### src/hw/rtl/sbdt_pkg.sv
// Shared types, codes and reset values for the shared-buffer admission block.
`timescale 1ns / 1ps

package sbdt_pkg;

  // Default sizing of the queue set.
  localparam int unsigned NUM_QUEUES_DEF  = 8;
  localparam int unsigned QUEUE_DEPTH_DEF = 1024;

  // Stream widths.
  localparam int unsigned S_DATA_W = 24;
  localparam int unsigned M_DATA_W = 48;

  // Configuration port.
  localparam int unsigned CFG_IDX_W  = 3;
  localparam int unsigned CFG_DATA_W = 24;

  localparam logic [CFG_IDX_W-1:0] CFG_SHARED_BUF = 3'd0;
  localparam logic [CFG_IDX_W-1:0] CFG_ALPHA_EXP  = 3'd1;
  localparam logic [CFG_IDX_W-1:0] CFG_ECN_EN     = 3'd2;
  localparam logic [CFG_IDX_W-1:0] CFG_ECN_THR    = 3'd3;
  localparam logic [CFG_IDX_W-1:0] CFG_MAX_PKTS   = 3'd4;

  localparam logic [23:0]        SHARED_BUF_RST = 24'd204800;
  localparam logic signed [5:0]  ALPHA_EXP_RST  = 6'sd0;
  localparam logic               ECN_EN_RST     = 1'b0;
  localparam logic [23:0]        ECN_THR_RST    = 24'd102400;
  localparam logic [10:0]        MAX_PKTS_RST   = 11'd1024;

  // Request kinds.
  localparam logic REQ_ENQ = 1'b0;
  localparam logic REQ_DEQ = 1'b1;

  // Drop reasons.
  localparam logic [1:0] DROP_NONE   = 2'd0;
  localparam logic [1:0] DROP_THRESH = 2'd1;
  localparam logic [1:0] DROP_FULL   = 2'd2;

  // A classified request as it travels from the front to the back.
  typedef struct packed {
    logic        req_type;
    logic        in_range;
    logic [2:0]  queue_index;
    logic [15:0] packet_size;
  } req_t;

  // One result, packed so that accepted lands in the lowest bit.
  typedef struct packed {
    logic [23:0] queue_bytes_after;
    logic        ce_mark;
    logic [15:0] dequeued_size;
    logic        dequeue_valid;
    logic [1:0]  drop_reason;
    logic        accepted;
  } rsp_t;

endpackage

### src/hw/rtl/sbdt_fifo.sv
// Two-entry request queue between the front and the back.
`timescale 1ns / 1ps

module sbdt_fifo (
  input  logic           clk_i,
  input  logic           rst_ni,
  input  logic           push_valid_i,
  output logic           push_ready_o,
  input  sbdt_pkg::req_t push_data_i,
  output logic           pop_valid_o,
  input  logic           pop_ready_i,
  output sbdt_pkg::req_t pop_data_o
);

  logic [1:0]     cnt_q, cnt_d;
  logic           wp_q, rp_q;
  sbdt_pkg::req_t entry_q [2];
  logic           push, pop;

  assign push_ready_o = (cnt_q != 2'd2);
  assign pop_valid_o  = (cnt_q != 2'd0);
  assign push         = push_valid_i && push_ready_o;
  assign pop          = pop_valid_o && pop_ready_i;
  assign pop_data_o   = entry_q[rp_q];

  always_comb begin
    cnt_d = cnt_q;
    if (push && !pop) begin
      cnt_d = cnt_q + 2'd1;
    end else if (pop && !push) begin
      cnt_d = cnt_q - 2'd1;
    end
  end

  always_ff @(posedge clk_i or negedge rst_ni) begin
    if (!rst_ni) begin
      cnt_q <= 2'd0;
      wp_q  <= 1'b0;
      rp_q  <= 1'b0;
    end else begin
      cnt_q <= cnt_d;
      if (push) begin
        wp_q <= !wp_q;
      end
      if (pop) begin
        rp_q <= !rp_q;
      end
    end
  end

  always_ff @(posedge clk_i) begin
    if (push) begin
      entry_q[wp_q] <= push_data_i;
    end
  end

endmodule

### config.mk
export PLATFORM = sky130hd
export DESIGN_NAME = sbdt_fifo
export DESIGN_NICKNAME = d
export VERILOG_FILES = /design/src/hw/rtl/sbdt_pkg.sv /design/src/hw/rtl/sbdt_fifo.sv
export SDC_FILE = /design/constraint.sdc
export NUM_CORES = 1
export LEC_CHECK = 0
export ABC_AREA = 1
export ABC_CLOCK_PERIOD_IN_PS = 1800
export BUFFER_PORTS_ARGS = -buffer_cell sky130_fd_sc_hd__buf_2
export CORE_MARGIN = 2
export CORE_UTILIZATION = 46
export DETAILED_ROUTE_END_ITERATION = 8
export GPL_TIMING_DRIVEN = 1
export PLACE_DENSITY = 0.8
export SYNTH_ARGS = -nofsm -noshare
export SYNTH_HDL_FRONTEND = slang
export SYNTH_SLANG_ARGS = --single-unit
### constraint.sdc
create_clock -name clk_i -period 1.8 [get_ports clk_i]
set_input_delay 0.36 -clock clk_i [delete_from_list [all_inputs] [get_ports clk_i]]
set_output_delay 0.36 -clock clk_i [all_outputs]
set_load 0.1 [all_outputs]
==> tab_implementation.tex <==
\begin{tabular}{lr}
\hline
Metric & Value \\
\hline
\multicolumn{2}{l}{\textbf{Yosys}} \\
FF+latch count, synth & 46 \\
Post-Syn Area & $\sim$1800 um\^{}2 \\
Average instance area after synthesis & about 13 um\^{}2 \\
Ys Warns & 0 \\
Unique masters post-synth & 14 \\
Nets in the synthesized netlist & approximately 160 \\
Cells after Synth & between 100 and 150 \\
Portion of the post-synthesis area used by sequential elements & 77.44\% \\
\multicolumn{2}{l}{\textbf{Run}} \\
Max-capacitance violation count & 0 \\
\multicolumn{2}{l}{\textbf{Setup path}} \\
Maximum fanout along the worst path & 3 \\
Crit path cell chain & inv\_1, nand2\_1, buf\_2 \\
Arr. time, crit path & $\sim$1300 ps \\
Max stage delay on crit path & 440 ps \\
Critical path required time & between 1000 and 1500 ps \\
Minimum setup slack among reg-to-reg paths & about 330 ps \\
CP max stage cell & sky130\_fd\_sc\_hd\_\_buf\_2 \\
Startpoint type of the worst setup path & register \\
Kind of cell with the highest combined delay on the critical path & buffers and inverters \\
Path type of the worst setup path & reg2out \\
Worst Setup End Kind & output pin \\
Count of buffering cells on the critical path with inverters included & 2 \\
\multicolumn{2}{l}{\textbf{Clocking}} \\
H-tree depth reported by CTS & 2 \\
TritonCTS Buffers & 5 \\
CTS sink cnt & 46 \\
Later-pin clock latency in the skew report & around 290 ps \\
Clock Root Buffer & sky130\_fd\_sc\_hd\_\_clkbuf\_8 \\
Clock tree buffer depth & 2 \\
Clock transition at the register clock pins on the worst setup and hold paths after CTS & roughly 80 ps \\
Clock tree from TritonCTS & done \\
\multicolumn{2}{l}{\textbf{Floorplan}} \\
Die W & 65.82 um \\
Die area & roughly 4300 um\^{}2 \\
Row Count & 22 \\
Starting Density & between 40\% and 50\% \\
Number of I/O pins & 48 \\
Core region area & approximately 3700 um\^{}2 \\
Floorplan die height & $\sim$66 um \\
\multicolumn{2}{l}{\textbf{Timing}} \\
Slew at the pin closest to its max-slew limit & between 400 and 500 ps \\
Normalized max-slew margin & between 60\% and 70\% \\
Final hold vios & 0 \\
Setup clock skew after layout & about 4.2 ps \\
Final worst path period need & $\sim$1700 ps \\
Final setup vio count & 0 \\
Max Freq & 592.5 MHz \\
Portion of the clock cycle consumed by the worst path in the final layout & between 90\% and 100\% \\
RSZ-0062 raised after global routing & false \\
Final count of pins violating max slew & 0 \\
\multicolumn{2}{l}{\textbf{Routing}} \\
Final routed wire length divided by cell count & around 13 um \\
Vias per std cell & between 4 and 5 \\
Starting DRC count in detailed routing & 62 \\
Overall routed net length & between 3000 and 4000 um \\
Total number of vias & 1144 \\
Drt first pass iters & 4 \\
ANT nets after route & 0 \\
DRC viols & 0 \\
\multicolumn{2}{l}{\textbf{Global routing}} \\
Total gr overflow & 0 \\
Maximum number of pins on one net before global-route repair & 23 \\
GRT Overall Usage & 17.16\% \\
Initial antenna violation count & 0 \\
Global-route wire length before repair & approximately 5200 um \\
Via count of the first global-routing pass & 1164 \\
\multicolumn{2}{l}{\textbf{Finish}} \\
Fraction of final layout cells with drive strength greater than 1 & 32.82\% \\
Area used by multi-input combinational logic & approximately 340 um\^{}2 \\
Diodes inserted & 0 \\
\# nets final & 220 \\
Area overhead of the layout relative to synthesis & 41.14\% \\
Filler Cell Count & $\sim$270 \\
Commonest non-fill, non-tap cell in the layout & sky130\_fd\_sc\_hd\_\_nand2\_1 \\
Top library cells by usage in the layout, fill and taps aside & sky130\_fd\_sc\_hd\_\_nand2\_1, sky130\_fd\_sc\_hd\_\_edfxtp\_1, sky130\_fd\_sc\_hd\_\_buf\_2 \\
Sequential cell area & roughly 1400 um\^{}2 \\
Post-layout instance count excluding filler cells & 243 \\
\multicolumn{2}{l}{\textbf{Placed design}} \\
Total instance count after detailed placement & approximately 230 \\
Post-DP HPWL & about 2300 um \\
Final weighted congestion in routability-driven placement & 0.7003 \\
Number of buffers inserted by port buffering & 47 \\
\multicolumn{2}{l}{\textbf{Status}} \\
Run status & complete, no violations \\
\multicolumn{2}{l}{\textbf{Min path}} \\
Worst hold path class & in2reg \\
\hline
\end{tabular}
## state kept, by name, summed over array words and instances, names as in the netlist
signal	count
cnt_q	2
entry_q	42
rp_q	1
wp_q	1
## final cells by class
cell class	count	share of cell area [%]
Clock buffer	7	3.480
Clock inverter	1	0.2017
Inverter	7	1.160
Multi-Input combinational cell	81	13.62
Sequential cell	46	54.87
Tap cell	48	2.421
Timing Repair Buffer	53	24.26
## synthesized netlist by cell type, drive strengths merged
cell type,number,area share (%)
xnor2,1,0.50
nand3,2,0.57
nor2,2,0.43
nand2,73,16
edfxtp,42,72
buf,4,2.1
dfrtp,4,5.7
inv,7,1.5
xor2,1,0.50
nand4,1,0.36
ha,1,0.71
## metrics by stage
step / util, % / TNS, ps / instance area, um^2 / setup slack, ps / hold slack [ps]
after CTS: 67.60 / 0 / 2475 / 6.720 / 244.7
after detailed placement: 64.83 / 0 / 2374 / 340.0 / 176.7
final: 67.77 / 0 / 2481 / 112.4 / 255.3
after global routing: 67.77 / 0 / 2481 / 22.64 / 236.7
after global placement: 64.83 / 0 / 2374 / 394.6 / 170.4
after floorplan: - / -8143 / 1763 / -189.2 / 64.41
## what timing repair did
action | CTS | global route
setup endpoints to repair | 0 | 21
resized for setup | 0 | 3
buffers inserted | 0 | 0
hold buffers | 1 | 0
endpoints found under the hold margin | 4 | 0
## cell families after synthesis
| family | count (synthesis) | synth area share [%] |
|---|---|---|
| AND/OR/NAND/NOR | 78 | 17.22 |
| flip-flops | 46 | 77.44 |
| buffers and inverters | 11 | 3.629 |
| XOR/XNOR | 2 | 0.9966 |
| adder cells (fa/ha/maj) | 1 | 0.7116 |
## routing by layer
| layer | wire length (um) | part of all wire [%] | vias to the layer above | track usage, % |
|---|---|---|---|---|
| met5 | 0 | 0 | - | 0 |
| met2 | 1803 | 56 | 34 | 29.67 |
| met4 | 78 | 2.4 | 0 | 12.24 |
| met3 | 129 | 4.0 | 8 | 3.578 |
| li1 | - | - | 565 | - |
| met1 | 1233 | 38 | 537 | 18.54 |
## worst paths after layout
path | start | to | depth (start not counted)
hold reg to reg | cnt_q[0] | cnt_q[0] | 1
min in group asynchronous | rst_ni | cnt_q[1] | 2
max in group asynchronous | rst_ni | wp_q | 2
hold / removal | push_data_i[2] | entry_q[1][2] | 1
setup / recovery | cnt_q[0] | pop_valid_o | 3
setup reg to reg | cnt_q[0] | cnt_q[1] | 9
Power is left out: the tool's default activity adds up to more than one toggle a clock period on the data nets, which glitch-free logic cannot reach.
