## src/hw/rtl/sbdt_pkg.sv

```systemverilog
// Shared types, codes and reset values for the shared-buffer admission block.
`timescale 1ns / 1ps

package sbdt_pkg;

  // Default sizing of the queue set.
  localparam int unsigned NUM_QUEUES_DEF  = 8;
  localparam int unsigned QUEUE_DEPTH_DEF = 1024;

  // Stream widths.
  localparam int unsigned S_DATA_W = 24;
  localparam int unsigned M_DATA_W = 48;

  // Configuration port.
  localparam int unsigned CFG_IDX_W  = 3;
  localparam int unsigned CFG_DATA_W = 24;

  localparam logic [CFG_IDX_W-1:0] CFG_SHARED_BUF = 3'd0;
  localparam logic [CFG_IDX_W-1:0] CFG_ALPHA_EXP  = 3'd1;
  localparam logic [CFG_IDX_W-1:0] CFG_ECN_EN     = 3'd2;
  localparam logic [CFG_IDX_W-1:0] CFG_ECN_THR    = 3'd3;
  localparam logic [CFG_IDX_W-1:0] CFG_MAX_PKTS   = 3'd4;

  localparam logic [23:0]        SHARED_BUF_RST = 24'd204800;
  localparam logic signed [5:0]  ALPHA_EXP_RST  = 6'sd0;
  localparam logic               ECN_EN_RST     = 1'b0;
  localparam logic [23:0]        ECN_THR_RST    = 24'd102400;
  localparam logic [10:0]        MAX_PKTS_RST   = 11'd1024;

  // Request kinds.
  localparam logic REQ_ENQ = 1'b0;
  localparam logic REQ_DEQ = 1'b1;

  // Drop reasons.
  localparam logic [1:0] DROP_NONE   = 2'd0;
  localparam logic [1:0] DROP_THRESH = 2'd1;
  localparam logic [1:0] DROP_FULL   = 2'd2;

  // A classified request as it travels from the front to the back.
  typedef struct packed {
    logic        req_type;
    logic        in_range;
    logic [2:0]  queue_index;
    logic [15:0] packet_size;
  } req_t;

  // One result, packed so that accepted lands in the lowest bit.
  typedef struct packed {
    logic [23:0] queue_bytes_after;
    logic        ce_mark;
    logic [15:0] dequeued_size;
    logic        dequeue_valid;
    logic [1:0]  drop_reason;
    logic        accepted;
  } rsp_t;

endpackage

```

## src/hw/rtl/sbdt_front.sv

```systemverilog
// Input stage: accepts request beats, decodes and range-checks them.
`timescale 1ns / 1ps

module sbdt_front #(
  parameter int unsigned NUM_QUEUES = sbdt_pkg::NUM_QUEUES_DEF
) (
  input  logic                          clk_i,
  input  logic                          rst_ni,
  input  logic                          s_valid_i,
  output logic                          s_ready_o,
  input  logic [sbdt_pkg::S_DATA_W-1:0] s_data_i,
  input  logic                          s_user_i,
  output logic                          req_valid_o,
  input  logic                          req_ready_i,
  output sbdt_pkg::req_t                req_o
);

  logic           valid_q, valid_d;
  sbdt_pkg::req_t req_q, req_d;
  logic           take;

  assign s_ready_o = !valid_q || req_ready_i;
  assign take      = s_valid_i && s_ready_o;

  always_comb begin
    req_d             = req_q;
    req_d.req_type    = s_user_i;
    req_d.queue_index = s_data_i[2:0];
    req_d.packet_size = s_data_i[18:3];
    req_d.in_range    = (32'(s_data_i[2:0]) < NUM_QUEUES);
    valid_d = valid_q;
    if (take) begin
      valid_d = 1'b1;
    end else if (req_ready_i) begin
      valid_d = 1'b0;
    end
  end

  always_ff @(posedge clk_i or negedge rst_ni) begin
    if (!rst_ni) begin
      valid_q <= 1'b0;
    end else begin
      valid_q <= valid_d;
    end
  end

  always_ff @(posedge clk_i) begin
    if (take) begin
      req_q <= req_d;
    end
  end

  assign req_valid_o = valid_q;
  assign req_o       = req_q;

endmodule

```

## config.mk

```make
export PLATFORM = sky130hd
export DESIGN_NAME = sbdt_front
export DESIGN_NICKNAME = d
export VERILOG_FILES = /design/src/hw/rtl/sbdt_pkg.sv /design/src/hw/rtl/sbdt_front.sv
export SDC_FILE = /design/constraint.sdc
export NUM_CORES = 1
export LEC_CHECK = 0
export BUFFER_PORTS_ARGS = -buffer_cell sky130_fd_sc_hd__buf_2
export CAP_MARGIN = 20
export CORE_MARGIN = 4
export CORE_UTILIZATION = 40
export DETAILED_ROUTE_END_ITERATION = 10
export HOLD_SLACK_MARGIN = 0.12
export PLACE_DENSITY = 0.93
export SLEW_MARGIN = 20
export SYNTH_ARGS = -nofsm -noshare
export SYNTH_HDL_FRONTEND = slang
export SYNTH_SLANG_ARGS = --single-unit
export TNS_END_PERCENT = 10
```

## constraint.sdc

```tcl
create_clock -name clk_i -period 1.67 [get_ports clk_i]
set_input_delay 0.2505 -clock clk_i [delete_from_list [all_inputs] [get_ports clk_i]]
set_output_delay 0.2505 -clock clk_i [all_outputs]
set_load 0.02 [all_outputs]
```

==> results of run 1 <==
==> cells in the mapped netlist <==
cell and instances:
sky130_fd_sc_hd__edfxtp_1 20, sky130_fd_sc_hd__and2_4 1, sky130_fd_sc_hd__buf_4 1, sky130_fd_sc_hd__conb_1 1, sky130_fd_sc_hd__dfrtp_1 1, sky130_fd_sc_hd__nand2b_1 1
sky130_fd_sc_hd__nand2b_4 1
==> power by group through the flow <==
stage	clock network [W]	logic, W	registers, W
floorplan	0	0.0000213	0.000668
global placement	0	0.000111	0.000629
detailed placement	0	0.000114	0.000630
CTS	0.000237	0.000121	0.000618
global route	0.000257	0.000153	0.000621
finish	0.000227	0.000142	0.000618
==> cell families after synthesis <==
| family | count (synthesis) | share of synthesized area, % |
|---|---|---|
| flip-flops | 21 | 94.0 |
| buffers and inverters | 1 | 1.13 |
| other | 1 | 0.563 |
| AND/OR/NAND/NOR | 3 | 4.32 |
==> worst max-delay path, delay by kind of cell, from the launching register on <==
kind / cells / cell delay (ps)
DFF: 1 / 420
buffers and inverters: 1 / 160
and+or+nand+nor: 1 / 80
==> final cells by class <==
class / instances / area [um^2] / share of cell area (%)
tap: 16 / 20.0 / 1.84
timing repair buffer: 61 / 385 / 35.4
multi-input combinational: 4 / 32.5 / 2.99
clock buffer: 4 / 26.3 / 2.41
sequential: 21 / 626 / 57.4
==> layout by cell type (no fill, tap or decap), drive strengths merged <==
cell,synthesis,layout
dfrtp,1,1
clkbuf,0,4
nand2b,2,2
buf,1,45
edfxtp,20,20
dlygate4sd3,0,16
and2,1,1
conb,1,1
==> layer usage <==
metal | vias to the layer above | global-route usage, % | wire (um)
met2 | 25 | 22.8 | 843
li1 | 225 | - | -
met5 | - | 0 | 0
met4 | 0 | 5.38 | 12
met1 | 207 | 11.2 | 492
met3 | 2 | 4.28 | 112
==> worst paths after layout <==
| check | start | endpoint | slack, ps |
|---|---|---|---|
| min in group asynchronous | rst_ni | req_valid_o | 270 |
| max in group asynchronous | rst_ni | req_valid_o | 1320 |
| min reg2reg | req_valid_o | req_valid_o | 550 |
| max reg2reg | req_valid_o | req_o[16] | 560 |
| min | s_data_i[17] | req_o[14] | 140 |
| max | req_valid_o | s_ready_o | 480 |
==> stage by stage <==
stage          setup slack (ps)  std cells  util [%]
6_report                    480        106      70.7
5_1_grt                     426        106      70.7
4_1_cts                     455         94      62.9
3_5_place_dp                564         86      58.6
3_3_place_gp                589         86      58.6
2_1_floorplan               473         26         -
==> flip-flops by register name (all words and copies together) (netlist names) <==
register / flops
req_valid_o: 1
req_o: 20
==> repair_timing <==
item / CTS / global route
hold buffers: 4 / 12
hold endpoints to repair: 4 / 12
buffers inserted: 0 / 0
==> impl_results.html, run 1 <==
<table>
<tr><th>Metric</th><th>Value</th></tr>
<tr><th colspan="2">Status</th></tr>
<tr><td>Status</td><td>finished, final reports clean</td></tr>
<tr><th colspan="2">Place</th></tr>
<tr><td>Last weighted congestion value of the routability-driven placer</td><td>around 0.63</td></tr>
<tr><td>Count of buffers inserted at the top-level ports</td><td>45</td></tr>
<tr><td>Placed standard-cell area</td><td>between 900 and 1000 um^2</td></tr>
<tr><th colspan="2">Clock network</th></tr>
<tr><td>Clk Latency, worst-skew pair</td><td>roughly 290 ps</td></tr>
<tr><td>Clock Sinks</td><td>21</td></tr>
<tr><td>Clock buffers created by TritonCTS</td><td>3</td></tr>
<tr><td>TritonCTS clock tree</td><td>yes</td></tr>
<tr><td>Resized cells post-CTS</td><td>0</td></tr>
<tr><td>CTS Root Cell</td><td>sky130_fd_sc_hd__clkbuf_4</td></tr>
<tr><td>Clock edge transition at the registers on the reported setup and hold paths</td><td>~100 ps</td></tr>
<tr><td>H-tree depth</td><td>1</td></tr>
<tr><td>Bufs on Longest Clock Path</td><td>2</td></tr>
<tr><th colspan="2">Critical path</th></tr>
<tr><td>Top fanout value on the critical path</td><td>3</td></tr>
<tr><td>Arr. time, crit path</td><td>~940 ps</td></tr>
<tr><td>Critical Path RT</td><td>~1400 ps</td></tr>
<tr><td>Worst Setup Start Kind</td><td>flip-flop</td></tr>
<tr><td>Worst path max stage delay</td><td>approximately 420 ps</td></tr>
<tr><td>Worst setup EP type</td><td>output pin</td></tr>
<tr><td>Crit Path Class</td><td>flip-flop to output pin</td></tr>
<tr><td>Slowest library cell on the worst path</td><td>sky130_fd_sc_hd__dfrtp_1</td></tr>
<tr><td>Worst Reg2Reg Path Length in Cells</td><td>2</td></tr>
<tr><td>Ordered list of cells on the worst path</td><td>nand2b_4 -&gt; buf_2</td></tr>
<tr><th colspan="2">Pwr</th></tr>
<tr><td>Switching part of the total power</td><td>22.0%</td></tr>
<tr><td>Switching power total</td><td>~0.00022 W</td></tr>
<tr><td>Internal power component</td><td>0.000770 W</td></tr>
<tr><td>Power per cell area</td><td>between 900 and 1000 nW/um^2</td></tr>
<tr><td>Part of the power in registers</td><td>between 60% and 70%</td></tr>
<tr><td>Clock power frac</td><td>23.0%</td></tr>
<tr><td>Static power due to leakage</td><td>approximately 0.48 nW</td></tr>
<tr><td>Maximum resistive drop on vdd</td><td>547 uV</td></tr>
<tr><td>Portion of total power attributed to combinational logic</td><td>between 10% and 20%</td></tr>
<tr><td>Total power consumption of the routed design</td><td>around 0.00099 W</td></tr>
<tr><th colspan="2">GRT</th></tr>
<tr><td>Vias in the first global route</td><td>between 400 and 500</td></tr>
<tr><td>Global-route wire length before repair</td><td>~2100 um</td></tr>
<tr><td>Pin count of the biggest net entering global routing</td><td>21</td></tr>
<tr><td>Number of antenna violations at the first check in global routing</td><td>0</td></tr>
<tr><td>Final global-route overflow total</td><td>0</td></tr>
<tr><td>Global router's overall resource usage</td><td>12.0%</td></tr>
<tr><th colspan="2">Logic synthesis</th></tr>
<tr><td>Yosys cell types</td><td>7</td></tr>
<tr><td>Warning count from the yosys run</td><td>0</td></tr>
<tr><td>Number of storage elements in the synthesis netlist</td><td>21</td></tr>
<tr><td>Synth Area per Inst</td><td>approximately 26 um^2</td></tr>
<tr><td>Most area-consuming cells after synthesis</td><td>sky130_fd_sc_hd__edfxtp_1 (90%), sky130_fd_sc_hd__dfrtp_1 (3.8%), sky130_fd_sc_hd__nand2b_4 (2.1%)</td></tr>
<tr><td>Synthesized net count</td><td>55</td></tr>
<tr><td>Area of the mapped netlist</td><td>roughly 670 um^2</td></tr>
<tr><td>Dominant cell type by area after synthesis</td><td>sky130_fd_sc_hd__edfxtp_1</td></tr>
<tr><td>Cell count after synthesis</td><td>26</td></tr>
<tr><td>Sequential area share after synthesis</td><td>a little over nine tenths</td></tr>
<tr><td>Share of Yosys cell area claimed by the top area cell type</td><td>90.2%</td></tr>
<tr><th colspan="2">Detailed routing</th></tr>
<tr><td>Vias after detailed routing</td><td>roughly 460</td></tr>
<tr><td>Via density per instance</td><td>4.33</td></tr>
<tr><td>Iteration count of the initial detailed-routing pass</td><td>3</td></tr>
<tr><td>Number of remaining DRC errors</td><td>0</td></tr>
<tr><td>Wirelength per Cell</td><td>13.8 um</td></tr>
<tr><td>Total Routed Length</td><td>about 1500 um</td></tr>
<tr><td>Detailed Route Iter0 Violations</td><td>3</td></tr>
<tr><td>DRT antenna net count</td><td>0</td></tr>
<tr><th colspan="2">Finish</th></tr>
<tr><td>Synth-to-Final Area Change</td><td>63.7%</td></tr>
<tr><td>Number of fillers in the final layout</td><td>108</td></tr>
<tr><td>Number of diodes</td><td>0</td></tr>
<tr><td>Post-Layout Inst Area</td><td>~1100 um^2</td></tr>
<tr><td>Layout cells sized above 1</td><td>a little under three fifths</td></tr>
<tr><td>Number of nets in the finished design</td><td>between 100 and 150</td></tr>
<tr><th colspan="2">Timing</th></tr>
<tr><td>Shortest clock period the worst path allows after layout</td><td>~1200 ps</td></tr>
<tr><td>Setup clock skew after layout</td><td>around 3.6 ps</td></tr>
<tr><td>Setup repair after global routing missed its margin</td><td>false</td></tr>
<tr><td>F_max</td><td>between 800 and 900 MHz</td></tr>
<tr><td>Final count of hold timing violations</td><td>0</td></tr>
<tr><td>Post-route setup TNS</td><td>0 ps</td></tr>
<tr><td># setup viols final</td><td>0</td></tr>
<tr><td>Hold slack</td><td>~140 ps</td></tr>
<tr><td>Final-report max-slew violation count</td><td>0</td></tr>
<tr><td>Period utilisation layout</td><td>~70%</td></tr>
<tr><th colspan="2">Die</th></tr>
<tr><td>Die span in x</td><td>48.8 um</td></tr>
<tr><td>Die extent in y</td><td>~49 um</td></tr>
<tr><td>Top-Level Pins</td><td>52</td></tr>
<tr><td>Cell Rows</td><td>14</td></tr>
<tr><td>Die Footprint</td><td>2380 um^2</td></tr>
<tr><td>Placeable core area</td><td>around 1500 um^2</td></tr>
<tr><td>Effective utilization at floorplan</td><td>between 40 and 50%</td></tr>
<tr><th colspan="2">Hold path</th></tr>
<tr><td>Count of cells along the worst hold path</td><td>1</td></tr>
<tr><td>Worst hold-check path type</td><td>primary input to flip-flop</td></tr>
<tr><th colspan="2">Run</th></tr>
<tr><td>Max capacitance violation total</td><td>0</td></tr>
</table>
Power figures use the tool's default switching activity.
==> inputs of run 2 (changes only) <==
--- a/config.mk
+++ b/config.mk
@@ -8,10 +8,10 @@
 export BUFFER_PORTS_ARGS = -buffer_cell sky130_fd_sc_hd__buf_2
 export CAP_MARGIN = 20
 export CORE_MARGIN = 4
-export CORE_UTILIZATION = 40
+export CORE_UTILIZATION = 37
 export DETAILED_ROUTE_END_ITERATION = 10
 export HOLD_SLACK_MARGIN = 0.12
-export PLACE_DENSITY = 0.93
+export PLACE_DENSITY = 0.88
 export SLEW_MARGIN = 20
 export SYNTH_ARGS = -nofsm -noshare
 export SYNTH_HDL_FRONTEND = slang
==> constraint.sdc (replaced) <==
create_clock -name clk_i -period 1.2 [get_ports clk_i]
set_input_delay 0.18 -clock clk_i [delete_from_list [all_inputs] [get_ports clk_i]]
set_output_delay 0.18 -clock clk_i [all_outputs]
set_load 0.02 [all_outputs]
==> run 2 against run 1 <==
Critical path depth stayed put. Routed wire length is 6.2% higher. Sequential share of layout area decreased by 3.5 points. Combinational power increased by 51%. Clock power up 41%. Final cell count is 14% higher. Count of clock-buffer cells in the layout did not move. Clock skew up 3.1 ps. Register-to-register slack got worse by 480 ps. Hold slack gained 16 ps. First-iteration DRC count rose to 3.3 times the previous value. Largest cell class unchanged. Highest routed layer unchanged.
==> impl_results.html, run 2 (synthesis gave the netlist of run 1 again) <==
<table>
<tr><th>Metric</th><th>Value</th></tr>
<tr><th colspan="2">GRT</th></tr>
<tr><td>Final global-route overflow total</td><td>0 (unchanged)</td></tr>
<tr><td>Pin count of the biggest net entering global routing</td><td>21 (unchanged)</td></tr>
<tr><td>Vias in the first global route</td><td>531 (+14%)</td></tr>
<tr><td>Global router's overall resource usage</td><td>12.4% (+0.33 points)</td></tr>
<tr><td>Global-route wire length before repair</td><td>2240 um (+4.8%)</td></tr>
<tr><td>Number of antenna violations at the first check in global routing</td><td>0 (unchanged)</td></tr>
<tr><th colspan="2">Detailed routing</th></tr>
<tr><td>Wirelength per Cell</td><td>12.8 um (-6.9%)</td></tr>
<tr><td>Iteration count of the initial detailed-routing pass</td><td>4 (+1)</td></tr>
<tr><td>Number of remaining DRC errors</td><td>0 (unchanged)</td></tr>
<tr><td>Detailed Route Iter0 Violations</td><td>10 (+7)</td></tr>
<tr><td>Via density per instance</td><td>3.96 (-8.6%)</td></tr>
<tr><td>Vias after detailed routing</td><td>479 (+4.4%)</td></tr>
<tr><td>Total Routed Length</td><td>1550 um (+6.2%)</td></tr>
<tr><td>DRT antenna net count</td><td>0 (unchanged)</td></tr>
<tr><th colspan="2">Finish</th></tr>
<tr><td>Footprint of the multi-input gates</td><td>32.5 um^2 (unchanged)</td></tr>
<tr><td>Number of nets in the finished design</td><td>126 (+5.0%)</td></tr>
<tr><td>Layout cells sized above 1</td><td>52.1% (-3.5 points)</td></tr>
<tr><td>Number of fillers in the final layout</td><td>120 (+11%)</td></tr>
<tr><td>Number of diodes</td><td>0 (unchanged)</td></tr>
<tr><td>Footprint of the flip-flops and latches</td><td>626 um^2 (unchanged)</td></tr>
<tr><td>Highest-count cells in the layout ignoring fill and taps</td><td>sky130_fd_sc_hd__buf_2 (45), sky130_fd_sc_hd__dlygate4sd3_1 (22), sky130_fd_sc_hd__edfxtp_1 (20)</td></tr>
<tr><td>Most frequent standard cell in the layout excluding fill and tap cells</td><td>sky130_fd_sc_hd__buf_2</td></tr>
<tr><td>Synth-to-Final Area Change</td><td>74.4%</td></tr>
<tr><td>Final cell count without fillers</td><td>121 (+14%)</td></tr>
<tr><td>Number of flip-flops in the largest register</td><td>20 (unchanged)</td></tr>
<tr><th colspan="2">Timing</th></tr>
<tr><td>Setup repair after global routing missed its margin</td><td>false</td></tr>
<tr><td>Setup clock skew after layout</td><td>6.63 ps (+3.07 ps)</td></tr>
<tr><td>F_max</td><td>around 900 MHz</td></tr>
<tr><td>Period utilisation layout</td><td>a little over nine tenths</td></tr>
<tr><td>Shortest clock period the worst path allows after layout</td><td>1130 ps</td></tr>
<tr><td># setup viols final</td><td>0 (unchanged)</td></tr>
<tr><td>Final count of hold timing violations</td><td>0 (unchanged)</td></tr>
<tr><td>Final-report max-slew violation count</td><td>0 (unchanged)</td></tr>
<tr><td>Post-route setup TNS</td><td>0 ps (unchanged)</td></tr>
<tr><th colspan="2">Critical path</th></tr>
<tr><td>Worst Reg2Reg Path Length in Cells</td><td>2 (unchanged)</td></tr>
<tr><td>Worst setup EP type</td><td>output pin</td></tr>
<tr><td>Critical Path RT</td><td>1020 ps (-400 ps)</td></tr>
<tr><td>Worst setup path endpoint</td><td>s_ready_o</td></tr>
<tr><td>Top fanout value on the critical path</td><td>3 (unchanged)</td></tr>
<tr><td>Reg2Reg Setup Slack</td><td>80 ps (-480 ps)</td></tr>
<tr><td>Worst Setup SP</td><td>req_valid_o</td></tr>
<tr><td>Worst Setup Start Kind</td><td>flip-flop</td></tr>
<tr><td>Number of logic stages on the critical path including buffering</td><td>2 (unchanged)</td></tr>
<tr><td>Crit Path Class</td><td>flip-flop to output pin</td></tr>
<tr><td>Worst path max stage delay</td><td>420 ps (about the same)</td></tr>
<tr><td>Cell type group with the largest total delay on the critical path</td><td>flip-flops</td></tr>
<tr><td>Destination of the worst register-to-register timing path</td><td>req_o[6]</td></tr>
<tr><td>Worst R2R Start</td><td>req_valid_o</td></tr>
<tr><td>Buffers plus inverters on the worst setup path</td><td>1 (unchanged)</td></tr>
<tr><td>Ordered list of cells on the worst path</td><td>nand2b_4 -&gt; buf_2</td></tr>
<tr><td>Slowest library cell on the worst path</td><td>sky130_fd_sc_hd__dfrtp_1</td></tr>
<tr><td>Arr. time, crit path</td><td>950 ps (about the same)</td></tr>
<tr><th colspan="2">Die</th></tr>
<tr><td>Die extent in y</td><td>50.4 um (+3.3%)</td></tr>
<tr><td>Top-Level Pins</td><td>52 (unchanged)</td></tr>
<tr><td>Die Footprint</td><td>2540 um^2 (+6.8%)</td></tr>
<tr><td>Effective utilization at floorplan</td><td>39.0% (-4.2 points)</td></tr>
<tr><td>Cell Rows</td><td>15 (+1)</td></tr>
<tr><td>Placeable core area</td><td>1710 um^2 (+11%)</td></tr>
<tr><td>Die span in x</td><td>50.4 um (+3.3%)</td></tr>
<tr><th colspan="2">Place</th></tr>
<tr><td>Inst Count DP</td><td>95 (+10%)</td></tr>
<tr><td>DP HPWL</td><td>1030 um</td></tr>
<tr><td>Last weighted congestion value of the routability-driven placer</td><td>0.693 (+10%)</td></tr>
<tr><td>Count of buffers inserted at the top-level ports</td><td>45 (unchanged)</td></tr>
<tr><th colspan="2">Hold path</th></tr>
<tr><td>Worst hold-check path type</td><td>primary input to flip-flop</td></tr>
<tr><th colspan="2">Pwr</th></tr>
<tr><td>Power per cell area</td><td>1200 nW/um^2 (+33%)</td></tr>
<tr><td>Maximum resistive drop on vdd</td><td>767 uV (+40%)</td></tr>
<tr><td>Static power due to leakage</td><td>0.503 nW (+5.2%)</td></tr>
<tr><th colspan="2">Clock network</th></tr>
<tr><td>TritonCTS clock tree</td><td>yes</td></tr>
<tr><td>H-tree depth</td><td>1 (unchanged)</td></tr>
<tr><td>Bufs on Longest Clock Path</td><td>2 (unchanged)</td></tr>
<tr><td>CTS Root Cell</td><td>sky130_fd_sc_hd__clkbuf_4</td></tr>
<tr><td>Clk Latency, worst-skew pair</td><td>290 ps (about the same)</td></tr>
<tr><td>Clock Sinks</td><td>21 (unchanged)</td></tr>
<tr><td>Hold bufs inserted after CTS</td><td>22 (+18)</td></tr>
<tr><td>Resized cells post-CTS</td><td>0 (unchanged)</td></tr>
<tr><td># Post-CTS Setup Buffers</td><td>0 (unchanged)</td></tr>
<tr><td>Clock buffers created by TritonCTS</td><td>3 (unchanged)</td></tr>
<tr><td>Clock edge transition at the registers on the reported setup and hold paths</td><td>110 ps (about the same)</td></tr>
<tr><th colspan="2">Status</th></tr>
<tr><td>Status</td><td>finished, final reports clean</td></tr>
<tr><th colspan="2">Run</th></tr>
<tr><td>Max capacitance violation total</td><td>0 (unchanged)</td></tr>
</table>
## run 2: changes by cell type in the layout (fill, tap and decap cells not counted)
cell	previous run	this run
sky130_fd_sc_hd__dlygate4sd3_1	16	22
## run 2: final cells by class
cell class / count / area share, %
clock buffers: 4 / 2.26
multi-input cells: 4 / 2.80
repair buffers: 67 / 38.4
well taps: 25 / 2.69
flip-flops and latches: 21 / 53.9
## run 2: routing by layer
layer / vias up / routed length, um / track usage [%]
met5: - / 0 / 0
met4: 0 / 57 / 8.52
met3: 6 / 89 / 3.56
met2: 21 / 867 / 23.5
met1: 218 / 537 / 10.9
li1: 234 / - / -
## run 2: worst min path at each step
stage,startpoint,to,slack (ps),cells past startpoint
6_report,req_ready_i,req_valid_o,150,3
5_1_grt,rst_ni,req_valid_o,170,2
4_1_cts,req_ready_i,req_valid_o,150,3
3_5_place_dp,rst_ni,req_valid_o,-40,1
3_3_place_gp,rst_ni,req_valid_o,-50,1
2_1_floorplan,rst_ni,req_valid_o,-120,0
## run 2: power by group
| part | internal (W) | leakage [nW] | switching [W] |
|---|---|---|---|
| Sequential | 0.000850 | 0.201 | 0.00000999 |
| Clock | 0.000129 | 0.0150 | 0.000192 |
| Combinational | 0.000106 | 0.287 | 0.000108 |
## run 2: through the flow
| step | instance area, um^2 | total power, W | util [%] | hold WS [ps] | setup WS [ps] |
|---|---|---|---|---|---|
| final | 1160 | 0.00139 | 68.0 | 153 | 65.0 |
| after global routing | 1160 | 0.00144 | 68.0 | 166 | 29.3 |
| after CTS | 1160 | 0.00140 | 68.0 | 147 | 57.4 |
| after detailed placement | 915 | 0.00104 | 53.6 | -44.0 | 97.0 |
| after global placement | 915 | 0.00103 | 53.6 | -45.1 | 122 |
| after floorplan | 666 | 0.000960 | - | -116 | 3.36 |
## run 2: worst register-to-register path: cells and delay by family, from the launching register on
| kind | cells | cell delay [ps] |
|---|---|---|
| AND/OR/NAND/NOR | 2 | 380 |
| flip-flops | 1 | 420 |
